`src/peripheral_power_and_register_guard_top_assert.svh`:
```
// Assertion macros for the peripheral power and register guard.
// Each macro expands to one labeled concurrent assertion, clocked on the
// rising edge and disabled while reset is high.
`ifndef PERIPHERAL_POWER_AND_REGISTER_GUARD_TOP_ASSERT_SVH
`define PERIPHERAL_POWER_AND_REGISTER_GUARD_TOP_ASSERT_SVH

// The consequent must hold in the same cycle as the antecedent.
`define PRG_ASSERT_SAME(label, clk, rst, ante, cons, msg) \
   label: assert property (@(posedge clk) disable iff (rst) (ante) |-> (cons)) \
      else $error(msg);

// The consequent must hold in the cycle after the antecedent.
`define PRG_ASSERT_NEXT(label, clk, rst, ante, cons, msg) \
   label: assert property (@(posedge clk) disable iff (rst) (ante) |=> (cons)) \
      else $error(msg);

`endif

```
`src/prg_pkg.sv`:
```
// Shared types and constants of the peripheral power and register guard.
// Used by peripheral_power_and_register_guard_top; depends on nothing.
package prg_pkg;

   // Number of ticks spent in the starting state before the block is ready.
   localparam logic [7:0] STARTUP_TICKS = 8'd3;

   // Register bank geometry and reload values.
   localparam int unsigned BANK_DEPTH = 4;
   localparam logic [7:0] BANK0_RELOAD = 8'h42;
   localparam logic [7:0] WRITABLE_ADDR = 8'd1;
   localparam logic [1:0] MODE_REFUSED = 2'd3;

   typedef enum logic [1:0] {
      PWR_OFF      = 2'd0,
      PWR_STARTING = 2'd1,
      PWR_READY    = 2'd2
   } power_mode_type;

   typedef enum logic [2:0] {
      REQ_ENABLE  = 3'd0,
      REQ_DISABLE = 3'd1,
      REQ_TICK    = 3'd2,
      REQ_READ    = 3'd3,
      REQ_WRITE   = 3'd4
   } req_code_type;

   typedef enum logic [2:0] {
      ST_OK        = 3'd0,
      ST_NOT_READY = 3'd1,
      ST_RANGE     = 3'd2,
      ST_READ_ONLY = 3'd3,
      ST_MODE3     = 3'd4
   } status_type;

   // One request as it arrives on the request channel.
   typedef struct packed {
      logic [2:0] req_type;
      logic [7:0] address;
      logic [7:0] write_data;
   } guard_req_type;

   // One response as it leaves on the response channel.
   typedef struct packed {
      logic [7:0] read_data;
      logic [2:0] status;
      logic [1:0] power_state;
   } guard_rsp_type;

endpackage

```
`src/peripheral_power_and_register_guard_top.sv`:
```
// A request accepted at a clock edge has its response registered and valid right after that edge.
// One request per cycle unless a stalled response blocks it; the power state, tick count and
// register bank update in the accepting cycle, and the response register frees itself when taken.
// Reset (synchronous, active high): power off, tick count zero, registers 0x42, 0, 0, 0,
// and no response pending. Depends on prg_pkg and the assertion macro header.
module peripheral_power_and_register_guard_top (
   input  logic                  clock,
   input  logic                  reset,
   input  logic                  req_valid,
   output logic                  req_stall,
   input  prg_pkg::guard_req_type req_payload,
   output logic                  rsp_valid,
   input  logic                  rsp_stall,
   output prg_pkg::guard_rsp_type rsp_payload
);
   import prg_pkg::*;

   power_mode_type power_mode_ff, power_mode_in;
   logic [7:0]     startup_count_ff, startup_count_in;
   logic [7:0]     reg_bank_ff [BANK_DEPTH];
   logic [7:0]     reg_bank_in [BANK_DEPTH];
   logic           rsp_valid_ff, rsp_valid_in;
   guard_rsp_type  rsp_data_ff, rsp_data_in;
   logic           accept;
   logic           addr_in_range;
   logic [1:0]     bank_index;
   logic [7:0]     read_byte;
   status_type     status_code;

   // A request is taken whenever no response is stuck in the output register.
   assign req_stall = rsp_valid_ff & rsp_stall;
   assign accept    = req_valid & ~req_stall;

   assign addr_in_range = (req_payload.address < 8'(BANK_DEPTH));
   assign bank_index    = req_payload.address[1:0];

   // Evaluate the request against the current state.
   always_comb begin
      power_mode_in    = power_mode_ff;
      startup_count_in = startup_count_ff;
      reg_bank_in      = reg_bank_ff;
      read_byte        = 8'd0;
      status_code      = ST_OK;
      unique case (req_payload.req_type)
         REQ_ENABLE: begin
            if (power_mode_ff == PWR_OFF) begin
               power_mode_in    = PWR_STARTING;
               startup_count_in = 8'd0;
               reg_bank_in[0]   = BANK0_RELOAD;
               reg_bank_in[1]   = 8'd0;
               reg_bank_in[2]   = 8'd0;
               reg_bank_in[3]   = 8'd0;
            end
         end
         REQ_DISABLE: begin
            power_mode_in    = PWR_OFF;
            startup_count_in = 8'd0;
         end
         REQ_TICK: begin
            if (power_mode_ff == PWR_STARTING && startup_count_ff < STARTUP_TICKS) begin
               startup_count_in = startup_count_ff + 8'd1;
               if (startup_count_ff + 8'd1 == STARTUP_TICKS) begin
                  power_mode_in = PWR_READY;
               end
            end
         end
         REQ_READ: begin
            priority if (power_mode_ff != PWR_READY) begin
               status_code = ST_NOT_READY;
            end else if (!addr_in_range) begin
               status_code = ST_RANGE;
            end else begin
               read_byte = reg_bank_ff[bank_index];
            end
         end
         REQ_WRITE: begin
            priority if (power_mode_ff != PWR_READY) begin
               status_code = ST_NOT_READY;
            end else if (!addr_in_range) begin
               status_code = ST_RANGE;
            end else if (req_payload.address != WRITABLE_ADDR) begin
               status_code = ST_READ_ONLY;
            end else if (req_payload.write_data[3:2] == MODE_REFUSED) begin
               status_code = ST_MODE3;
            end else begin
               reg_bank_in[1] = req_payload.write_data;
            end
         end
         default: begin
         end
      endcase
      rsp_data_in.read_data   = read_byte;
      rsp_data_in.status      = status_code;
      rsp_data_in.power_state = power_mode_in;
   end

   // The output register holds while stalled and empties once taken.
   always_comb begin
      if (accept) begin
         rsp_valid_in = 1'b1;
      end else if (rsp_stall) begin
         rsp_valid_in = rsp_valid_ff;
      end else begin
         rsp_valid_in = 1'b0;
      end
   end

   // Peripheral state, updated only by accepted requests.
   always_ff @(posedge clock) begin
      if (reset) begin
         power_mode_ff    <= PWR_OFF;
         startup_count_ff <= 8'd0;
         reg_bank_ff[0]   <= BANK0_RELOAD;
         reg_bank_ff[1]   <= 8'd0;
         reg_bank_ff[2]   <= 8'd0;
         reg_bank_ff[3]   <= 8'd0;
      end else if (accept) begin
         power_mode_ff    <= power_mode_in;
         startup_count_ff <= startup_count_in;
         reg_bank_ff      <= reg_bank_in;
      end
   end

   // Response valid flag.
   always_ff @(posedge clock) begin
      if (reset) begin
         rsp_valid_ff <= 1'b0;
      end else begin
         rsp_valid_ff <= rsp_valid_in;
      end
   end

   // Response payload is loaded with each accepted request.
   always_ff @(posedge clock) begin
      if (accept) begin
         rsp_data_ff <= rsp_data_in;
      end
   end

   assign rsp_valid   = rsp_valid_ff;
   assign rsp_payload = rsp_data_ff;

`include "peripheral_power_and_register_guard_top_assert.svh"

   // The tick count never runs past the startup target.
   `PRG_ASSERT_SAME(a_count_bounded, clock, reset, 1'b1,
                    startup_count_ff <= STARTUP_TICKS, "startup count exceeded target")
   // Ready is only reached with a full tick count.
   `PRG_ASSERT_SAME(a_ready_count, clock, reset, power_mode_ff == PWR_READY,
                    startup_count_ff == STARTUP_TICKS, "ready without full tick count")
   // A refused access never returns data.
   `PRG_ASSERT_SAME(a_refused_zero, clock, reset,
                    rsp_valid_ff && rsp_data_ff.status != ST_OK,
                    rsp_data_ff.read_data == 8'd0, "refused access returned data")
   // An accepted disable leaves the block powered off.
   `PRG_ASSERT_NEXT(a_disable_off, clock, reset,
                    accept && req_payload.req_type == REQ_DISABLE,
                    power_mode_ff == PWR_OFF && rsp_data_ff.power_state == PWR_OFF,
                    "disable did not power off")

endmodule

```
`config.mk`:
```
export PLATFORM = sky130hd
export DESIGN_NAME = peripheral_power_and_register_guard_top
export DESIGN_NICKNAME = d
export VERILOG_FILES = /design/src/prg_pkg.sv /design/src/peripheral_power_and_register_guard_top.sv
export VERILOG_INCLUDE_DIRS = /design/src /design/src/src
export SDC_FILE = /design/constraint.sdc
export NUM_CORES = 1
export LEC_CHECK = 0
export BUFFER_PORTS_ARGS = -buffer_cell sky130_fd_sc_hd__buf_4
export CAP_MARGIN = 20
export CORE_MARGIN = 8
export CORE_UTILIZATION = 42
export CTS_BUF_LIST = sky130_fd_sc_hd__clkbuf_8
export CTS_CLUSTER_SIZE = 24
export DETAILED_ROUTE_END_ITERATION = 10
export GPL_TIMING_DRIVEN = 0
export PLACE_DENSITY = 0.68
export SYNTH_ARGS = -nofsm -noshare
export SYNTH_HDL_FRONTEND = slang
export SYNTH_SLANG_ARGS = --single-unit
export TNS_END_PERCENT = 30
```
`constraint.sdc`:
```
create_clock -name clock -period 1.75 [get_ports clock]
set_input_delay 0.175 -clock clock [delete_from_list [all_inputs] [get_ports clock]]
set_output_delay 0.175 -clock clock [all_outputs]
set_load 0.05 [all_outputs]
```
-- After elaboration in Yosys (flattened, before gate mapping)
Index checks and enable logic that the tools add are counted.
- output and inout port bits: 15
- register bits: 32
- logic and storage cells: 66
- multiplexer cells: 25
- reductions and logical operators: 8
- add/sub/neg operators: 1
- equal/unequal tests: 16
- bitwise logic cells: 6
- magnitude comparators: 3
- operator list (kind ; number):
    two-way mux 8 bit ; 8
    two-way mux 24 bit ; 1
    case mux 8 bit (3 select lines) ; 1
    binary-select mux 8 bit (select 2 bit) ; 1
    case mux 8 bit (2 select lines) ; 1
    inequality test 2 bit, second input constant ; 7
    two-way mux 3 bit ; 4
    two-way mux 2 bit ; 5
    adder 8 x 1 -> 8 bit, second input constant ; 1
    == test 8 x 2 -> 1 bit, second input constant ; 1
    less-than comparator 8 x 2 -> 1 bit, second input constant ; 1
    less-than comparator 8 x 3 -> 1 bit, second input constant ; 1
    inequality test 8 x 1 -> 1 bit, second input constant ; 1
    AND reduction 7 bit ; 1
    == test 3 x 2 -> 1 bit, second input constant ; 2
    case mux 2 bit (3 select lines) ; 1
    case mux 3 bit (2 select lines) ; 1
    AND reduction 4 bit ; 1
    == test 3 x 1 -> 1 bit, second input constant ; 1
    == test 3 bit, second input constant ; 1
    >= comparator 3 bit, second input constant ; 1
    logical NOT 3 bit ; 1
    inverter 1 bit ; 3
    inverter 2 -> 3 bit ; 1
    other kinds (10) ; 12

-- Longest topological paths before layout
Gate-level depths: netlist (run 1).
- word-level depth: 6
- mapped depth: 6
- gate-level depth less buffers: 6

-- Worst setup path after synthesis (run 1)
No wires, ideal clock.
- path type: reg-to-reg
- start point: reg rsp_valid_ff (netlist: rsp_valid)
- end point: reg startup_count_ff[0]
- stages on the path, launching flop included: 6
- clock period less this slack: 2.117 ns
- buffers on the path: 0
- arrival: 2.047 ns
- slack: -0.367 ns
- required time: 1.680 ns
- setup time: 0.070 ns
- path through: dfxtp_1 > a21boi_2 > o41ai_1 > a211o_1 > or3_1 > a21oi_1
- longest elaborated chain between the ends: 4
- RTL lines (element ; line ; source):
    start: declaration ; peripheral_power_and_register_guard_top.sv:22 ; logic rsp_valid_ff, rsp_valid_in;
    start signal: assignment ; peripheral_power_and_register_guard_top.sv:129 ; rsp_valid_ff <= rsp_valid_in;
    bitwise AND 1 bit ; peripheral_power_and_register_guard_top.sv:31 ; assign req_stall = rsp_valid_ff & rsp_stall;
    inverter 1 bit ; peripheral_power_and_register_guard_top.sv:32 ; assign accept = req_valid & ~req_stall;
    bitwise AND 1 bit ; peripheral_power_and_register_guard_top.sv:32 ;
    net accept ; peripheral_power_and_register_guard_top.sv:24 ; logic accept;
    AND reduction 4 bit (no source line) ; - ;
    end signal: assignment ; peripheral_power_and_register_guard_top.sv:119 ; startup_count_ff <= startup_count_in;
    end: declaration ; peripheral_power_and_register_guard_top.sv:19 ; logic [7:0] startup_count_ff, startup_count_in;
The timed path passes the listed nets, and every way through them passes these cells.
A chain may end at the register's enable or synchronous reset.

-- Worst setup path in the final report (run 1)
- start point: reg startup_count_ff[1]
- end point: reg rsp_data_ff (netlist bit rsp_payload[0]), data pin
- longest elaborated chain between the ends: 5
- elaborated cells between the ends (all ways): 7
- RTL lines (element ; line ; source):
    adder 8 x 1 -> 8 bit ; peripheral_power_and_register_guard_top.sv:62 ; if (startup_count_ff + 8'd1 == STARTUP_TICKS) begin
    == test 8 x 2 -> 1 bit ; peripheral_power_and_register_guard_top.sv:62 ;
    two-way mux 2 bit ; peripheral_power_and_register_guard_top.sv:62 ;
    two-way mux 2 bit (*) ; peripheral_power_and_register_guard_top.sv:60 ; if (power_mode_ff == PWR_STARTING && startup_count_ff < STARTUP_TICKS) begin
    case mux 2 bit (3 select lines) (*) ; peripheral_power_and_register_guard_top.sv:44 ; unique case (req_payload.req_type)
    net power_mode_in[0] ; peripheral_power_and_register_guard_top.sv:18 ; power_mode_type power_mode_ff, power_mode_in;
    end signal: assignment ; peripheral_power_and_register_guard_top.sv:136 ; rsp_data_ff <= rsp_data_in;
    end: declaration ; peripheral_power_and_register_guard_top.sv:23 ; guard_rsp_type rsp_data_ff, rsp_data_in;
The timed path passes the listed nets; every way through them passes the cells marked *.

==> run metrics, run 1 <==
Syn Std Cell Area=1558 sq um; crit path DAT=1.69 ns; root buffer cell=clkbuf_8; synthesized instance count=156; max cap viols=0; DRT met1 WL=1600 microns; Nets=224; DRC=0; placed instance area=1892 sq um; average wire per standard cell=14.53 microns; gr usage total=12.83%; fin crit period=1.665 ns; syn nets=181; Die ar.=5914 sq um; Worst-Margin Slew=0.5576 ns; First DRT Iteration DRCs=109; Unique masters post-synth=40; R2R Path Start=startup_count_ff[1]; CTS sink count=32; setup ws final=0.08476 ns; achievable clock frequency=0.6005 GHz; Die Wd=76.90 microns; Setup crit end=rsp_payload[0]; overall routed net length=3604 microns; Layout Cells excl Fill=248; CP Class=reg -> reg; Max Clock Skew=0.004580 ns; slew margin rel.=62.69%; fraction of layout cells with a size suffix above 1=31.00%; CTS max path bufs=2; Antenna Nets Post-Route=0; CTS buffer count=5; crit path launch=startup_count_ff[1]; hold bufs inserted after CTS=0; CP Max Fanout=5; top cells by area, synth=edfxtp_1, dfxtp_1, and2_1, mux2i_1, nand2_1; final non-filler cell area=2071 sq um; Seq cells post-synth=32; Critical Path Start Type=flop; DPL Wire Length=2663 microns; Most Frequent Cell on Critical Path=and4_1; Crit. path cell count=5; power per cell area=832.2 nW/um^2; fin. max-slew vios=0; Cell Chain, Critical Path=and4_1 > and4_1 > xor2_1 > a2111oi_4 > o21ai_0; met3 wire length=224 microns; Seq/Total Area, Yosys=49.48%; fin crit share=95.16%; Routability Congestion=0.8076; fraction of registers with async set/reset=0%; die height=76.90 microns; Syn-to-layout area delta=32.93%; vias in the first global route=1332; total chip power=1.723 mW; uppermost layer routed=met4; Yosys top cell area share=25.06%; Pleak=0.7864 nW; placed insts=238; Overflow after GRT=0; hold_ws=0.1020 ns; clock latency at the later pin of the worst-skew pair=0.28 ns; Top delay family on crit path=simple AND/OR/NAND/NOR gates; largest area contributor in the netlist=edfxtp_1; post-DR vias/cell=5.194; met2 wire len=1719 microns; Post-synth EDFFs=13; cells on worst reg2reg path=5; r2r endpoint=rsp_payload[0]; synth warn=0; CP Data Required Time=1.78 ns; via count=1288; clk slew on worst S/H paths=0.07 ns; Reg2Reg Setup Slack=0.08 ns; max incr delay on CP=0.37 ns; RSZ-0062 raised after global routing=true; crit end category=flop; initial antenna violation count=0; Commonest cells post-synth=dfxtp_1, nand2_1, nor2_1, and2_1, edfxtp_1; pre-CTS setup slack=-0.3037 ns; average size of a mapped cell=9.986 sq um; first-pass iteration count of the detailed router=4; final hold violations=0; status=finished, final reports clean; peak supply drop=626.8 uV; Buf/Inv on CP=0; largest net degree at the start of global routing=18; CTS tree=built; final core utilization=57.43%; final setup vio count=0; # IOs=38; CTS H-tree depth=2; Top FF cell, synth=dfxtp_1; core area=3606 sq um; Antenna diodes=0; Final TNS setup=0 ns; most frequent cell after synthesis=dfxtp_1; number of port buffers=34; FP Rows=22; CP max-delay cell=dfxtp_4; global-route wire length before repair=6161 microns; Hold Crit Class=in -> reg; Starting Density=43.20%; Fillers=329
-- cell usage in the layout, fill, tap and decap left out, drive strengths merged, types with 2 or more instances in the layout --
cell type,synthesis,final
o21bai,2,2
a2111oi,3,3
ha,2,2
dfxtp,19,19
a41oi,2,2
and3,3,3
nor2,16,16
or3,2,2
nor4b,2,2
nand4b,2,2
a21boi,2,2
nand3,3,3
clkbuf,4,9
a21oi,4,4
nand4,2,2
nand2,17,17
inv,6,6
and2,14,14
buf,1,37
a32oi,2,2
mux2i,8,8
nand2b,10,10
and4,2,2
nor3,4,4
edfxtp,13,13
o21ai,2,2
-- flip-flops by register name, summed over array words and instances (netlist names) --
signal and flops:
rsp_valid 1, startup_count_ff 8, power_mode_ff 2, rsp_payload 13, reg_bank_ff 8
-- cells by family (layout without fill, tap and decap cells) --
group | Yosys count | after routing | synth area share [%]
flops | 32 | 32 | 49.48
compound gates | 23 | 23 | 11.41
simple gates | 78 | 78 | 28.19
fa+ha+maj | 2 | 2 | 1.606
xor+xnor | 1 | 1 | 0.5624
buf+inv | 11 | 55 | 2.891
mux | 9 | 9 | 5.864
-- layout make-up --
type	instances	area [sq um]	area share, %
buffer	5	22.52	1.088
clock buffer	5	68.82	3.323
clock inverter	3	42.54	2.054
inverter	6	22.52	1.088
multi-input combinational	113	797.0	38.49
sequential	32	787.0	38.01
tap	48	60.06	2.900
timing repair buffer	36	270.3	13.05
-- routing by layer --
metal | global-route usage [%] | up-vias
met4 | 4.808 | 0
met5 | 0 | -
met1 | 14.29 | 600
met3 | 5.128 | 6
met2 | 21.41 | 38
li1 | - | 644
-- how the worst min path moves through the flow --
stage | start | to | slack [ns] | cells after the start
4_1_cts | req_valid | rsp_valid | 0.1 | 3
3_5_place_dp | req_valid | rsp_valid | 0.42 | 3
3_3_place_gp | req_valid | rsp_valid | 0.40 | 3
2_1_floorplan | req_valid | rsp_valid | 0.29 | 2
5_1_grt | req_valid | rsp_valid | 0.14 | 3
6_report | req_valid | rsp_valid | 0.10 | 3
-- tightest hold or removal path, cell delays in order --
cell	delay, ns
buf_4	0.08
nor2_1	0.03
nor2_1	0.06
-- where the power goes --
part / switching [mW] / leakage [nW] / internal, mW
Clock: 0.286 / 0.0541 / 0.421
Combinational: 0.134 / 0.443 / 0.0826
Sequential: 0.00917 / 0.289 / 0.792
-- repair_timing --
action	in CTS	in global routing
pin swaps	1	2
cloned	0	0
buffers inserted	1	1
endpoints found under the setup margin	24	12
resized for setup	9	7
(Power assumes the default switching activity.)
==> run 2, diff against run 1 <==
RECOVER_POWER = 50   (was not set)
==> run 2 against run 1 <==
Register-to-register slack barely moved. Combinational power fell by 7%. Clock-buffer cell count did not move. Global-route usage did not move. Fmax barely moved. Largest cell class unchanged. Largest power group unchanged. Highest routed layer unchanged.
==> run metrics, run 2 (synthesized netlist as in run 1, its figures left out) <==
post-DR vias/cell=5.185; switch share=25.06%; overall routed net length=3613 microns; fraction of layout cells with a size suffix above 1=24.00%; final setup vio count=0; Max Clock Skew=0.004425 ns; met2 usage in global routing=21.41%; Routability Congestion=0.8076; # IOs=38; GR Util met1=14.29%; average wire per standard cell=14.57 microns; power per cell area=847.5 nW/um^2; placed insts=238; Overflow after GRT=0; CTS buffer count=5; via count=1286; crit path DAT=1.70 ns; gr usage total=12.83%; number of port buffers=34; Antenna Nets Post-Route=0; Pleak=0.7326 nW; fin. max-slew vios=0; DPL Wire Length=2663 microns; Sequential Power Share=46.9%; DRC=0; Final TNS setup=0 ns; Syn-to-layout area delta=29.40%; GR peak layer=met2; slew margin rel.=59.16%; fin crit share=95.17%; CTS H-tree depth=2; CTS sink count=32; most frequent cells in the layout=buf_4, clkbuf_1, nand2_1; global-route wire length before repair=6161 microns; Hold Crit Class=in -> reg; initial antenna violation count=0; CTS max path bufs=2; Psw=428.1 uW; CTS tree=built; max cap viols=0; status=finished, final reports clean; M3 GR Usage=5.128%; placed instance area=1892 sq um; Nets=224; Die Wd=76.90 microns; Combinational Power Share=11.8%; clock latency at the later pin of the worst-skew pair=0.28 ns; hold bufs inserted after CTS=0; final non-filler cell area=2016 sq um; Die ar.=5914 sq um; CP Class=reg -> reg; peak supply drop=599.4 uV; die height=76.90 microns; CP Max Fanout=5; CP Data Required Time=1.78 ns; core area=3606 sq um; vias in the first global route=1332; Largest register FFs=13; Critical Path Start Type=flop; Antenna diodes=0; Worst-Margin Slew=0.6152 ns; achievable clock frequency=0.6004 GHz; setup ws final=0.08449 ns; Int Pwr=1.280 mW; Layout Cells excl Fill=248; FP Rows=22; clk slew on worst S/H paths=0.07 ns; RSZ-0062 raised after global routing=true; most common cell after layout, fill and taps aside=buf_4; Starting Density=43.20%; crit end category=flop; Clock power frac=41.4%; final core utilization=55.90%; first-pass iteration count of the detailed router=4; largest net degree at the start of global routing=18; root buffer cell=clkbuf_8; pre-CTS setup slack=-0.3037 ns; final hold violations=0; fin crit period=1.666 ns; First DRT Iteration DRCs=102
[run 2: final timing paths]
path / from / to / slack [ns] / cells after the start
hold / removal: req_valid / rsp_valid / 0.10 / 3
setup / recovery: startup_count_ff[1] / rsp_payload[0] / 0.08 / 5
setup reg to reg: startup_count_ff[1] / rsp_payload[0] / 0.08 / 5
hold reg to reg: reg_bank_ff[20] / reg_bank_ff[20] / 0.48 / 2
[run 2: routing by layer]
| metal | routed length [microns] | share of wire (%) |
|---|---|---|
| met5 | 0 | 0 |
| met4 | 60 | 1.7 |
| met3 | 224 | 6.2 |
| met2 | 1709 | 47 |
| met1 | 1618 | 45 |
[run 2: area by class of cell]
class	count	area (sq um)
clock inverters	3	42.54
fillers	345	1590
repair buffers	36	215.2
inverters	6	22.52
well taps	48	60.06
plain buffers	5	22.52
flip-flops and latches	32	787.0
multi-input cells	113	797.0
clock buffers	5	68.82
[run 2: power groups by stage]
stage,Clock (mW),Sequential [mW],Combinational [mW]
after CTS,0.713,0.803,0.217
after detailed placement,0,0.820,0.213
after global placement,0,0.819,0.210
after floorplan,0,0.878,0.0730
final,0.707,0.800,0.201
after global routing,0.736,0.802,0.218
[run 2: per-stage QoR]
| step | total power, mW | hold slack, ns |
|---|---|---|
| after floorplan | 0.9505 | 0.2944 |
| after global placement | 1.029 | 0.3954 |
| after detailed placement | 1.033 | 0.4198 |
| after CTS | 1.733 | 0.09949 |
| after global routing | 1.756 | 0.1397 |
| final | 1.708 | 0.1021 |
[run 2: what timing repair did]
item,in CTS,in global routing
resized for setup,9,7
pin swaps,1,2
setup buffers,1,1
endpoints found under the setup margin,24,12
[run 2: worst max-delay path: stages, from the launching register on]
cell,delay [ns]
dfxtp_4,0.37
and4_1,0.22
and4_1,0.22
xor2_1,0.17
a2111oi_4,0.32
o21ai_0,0.11
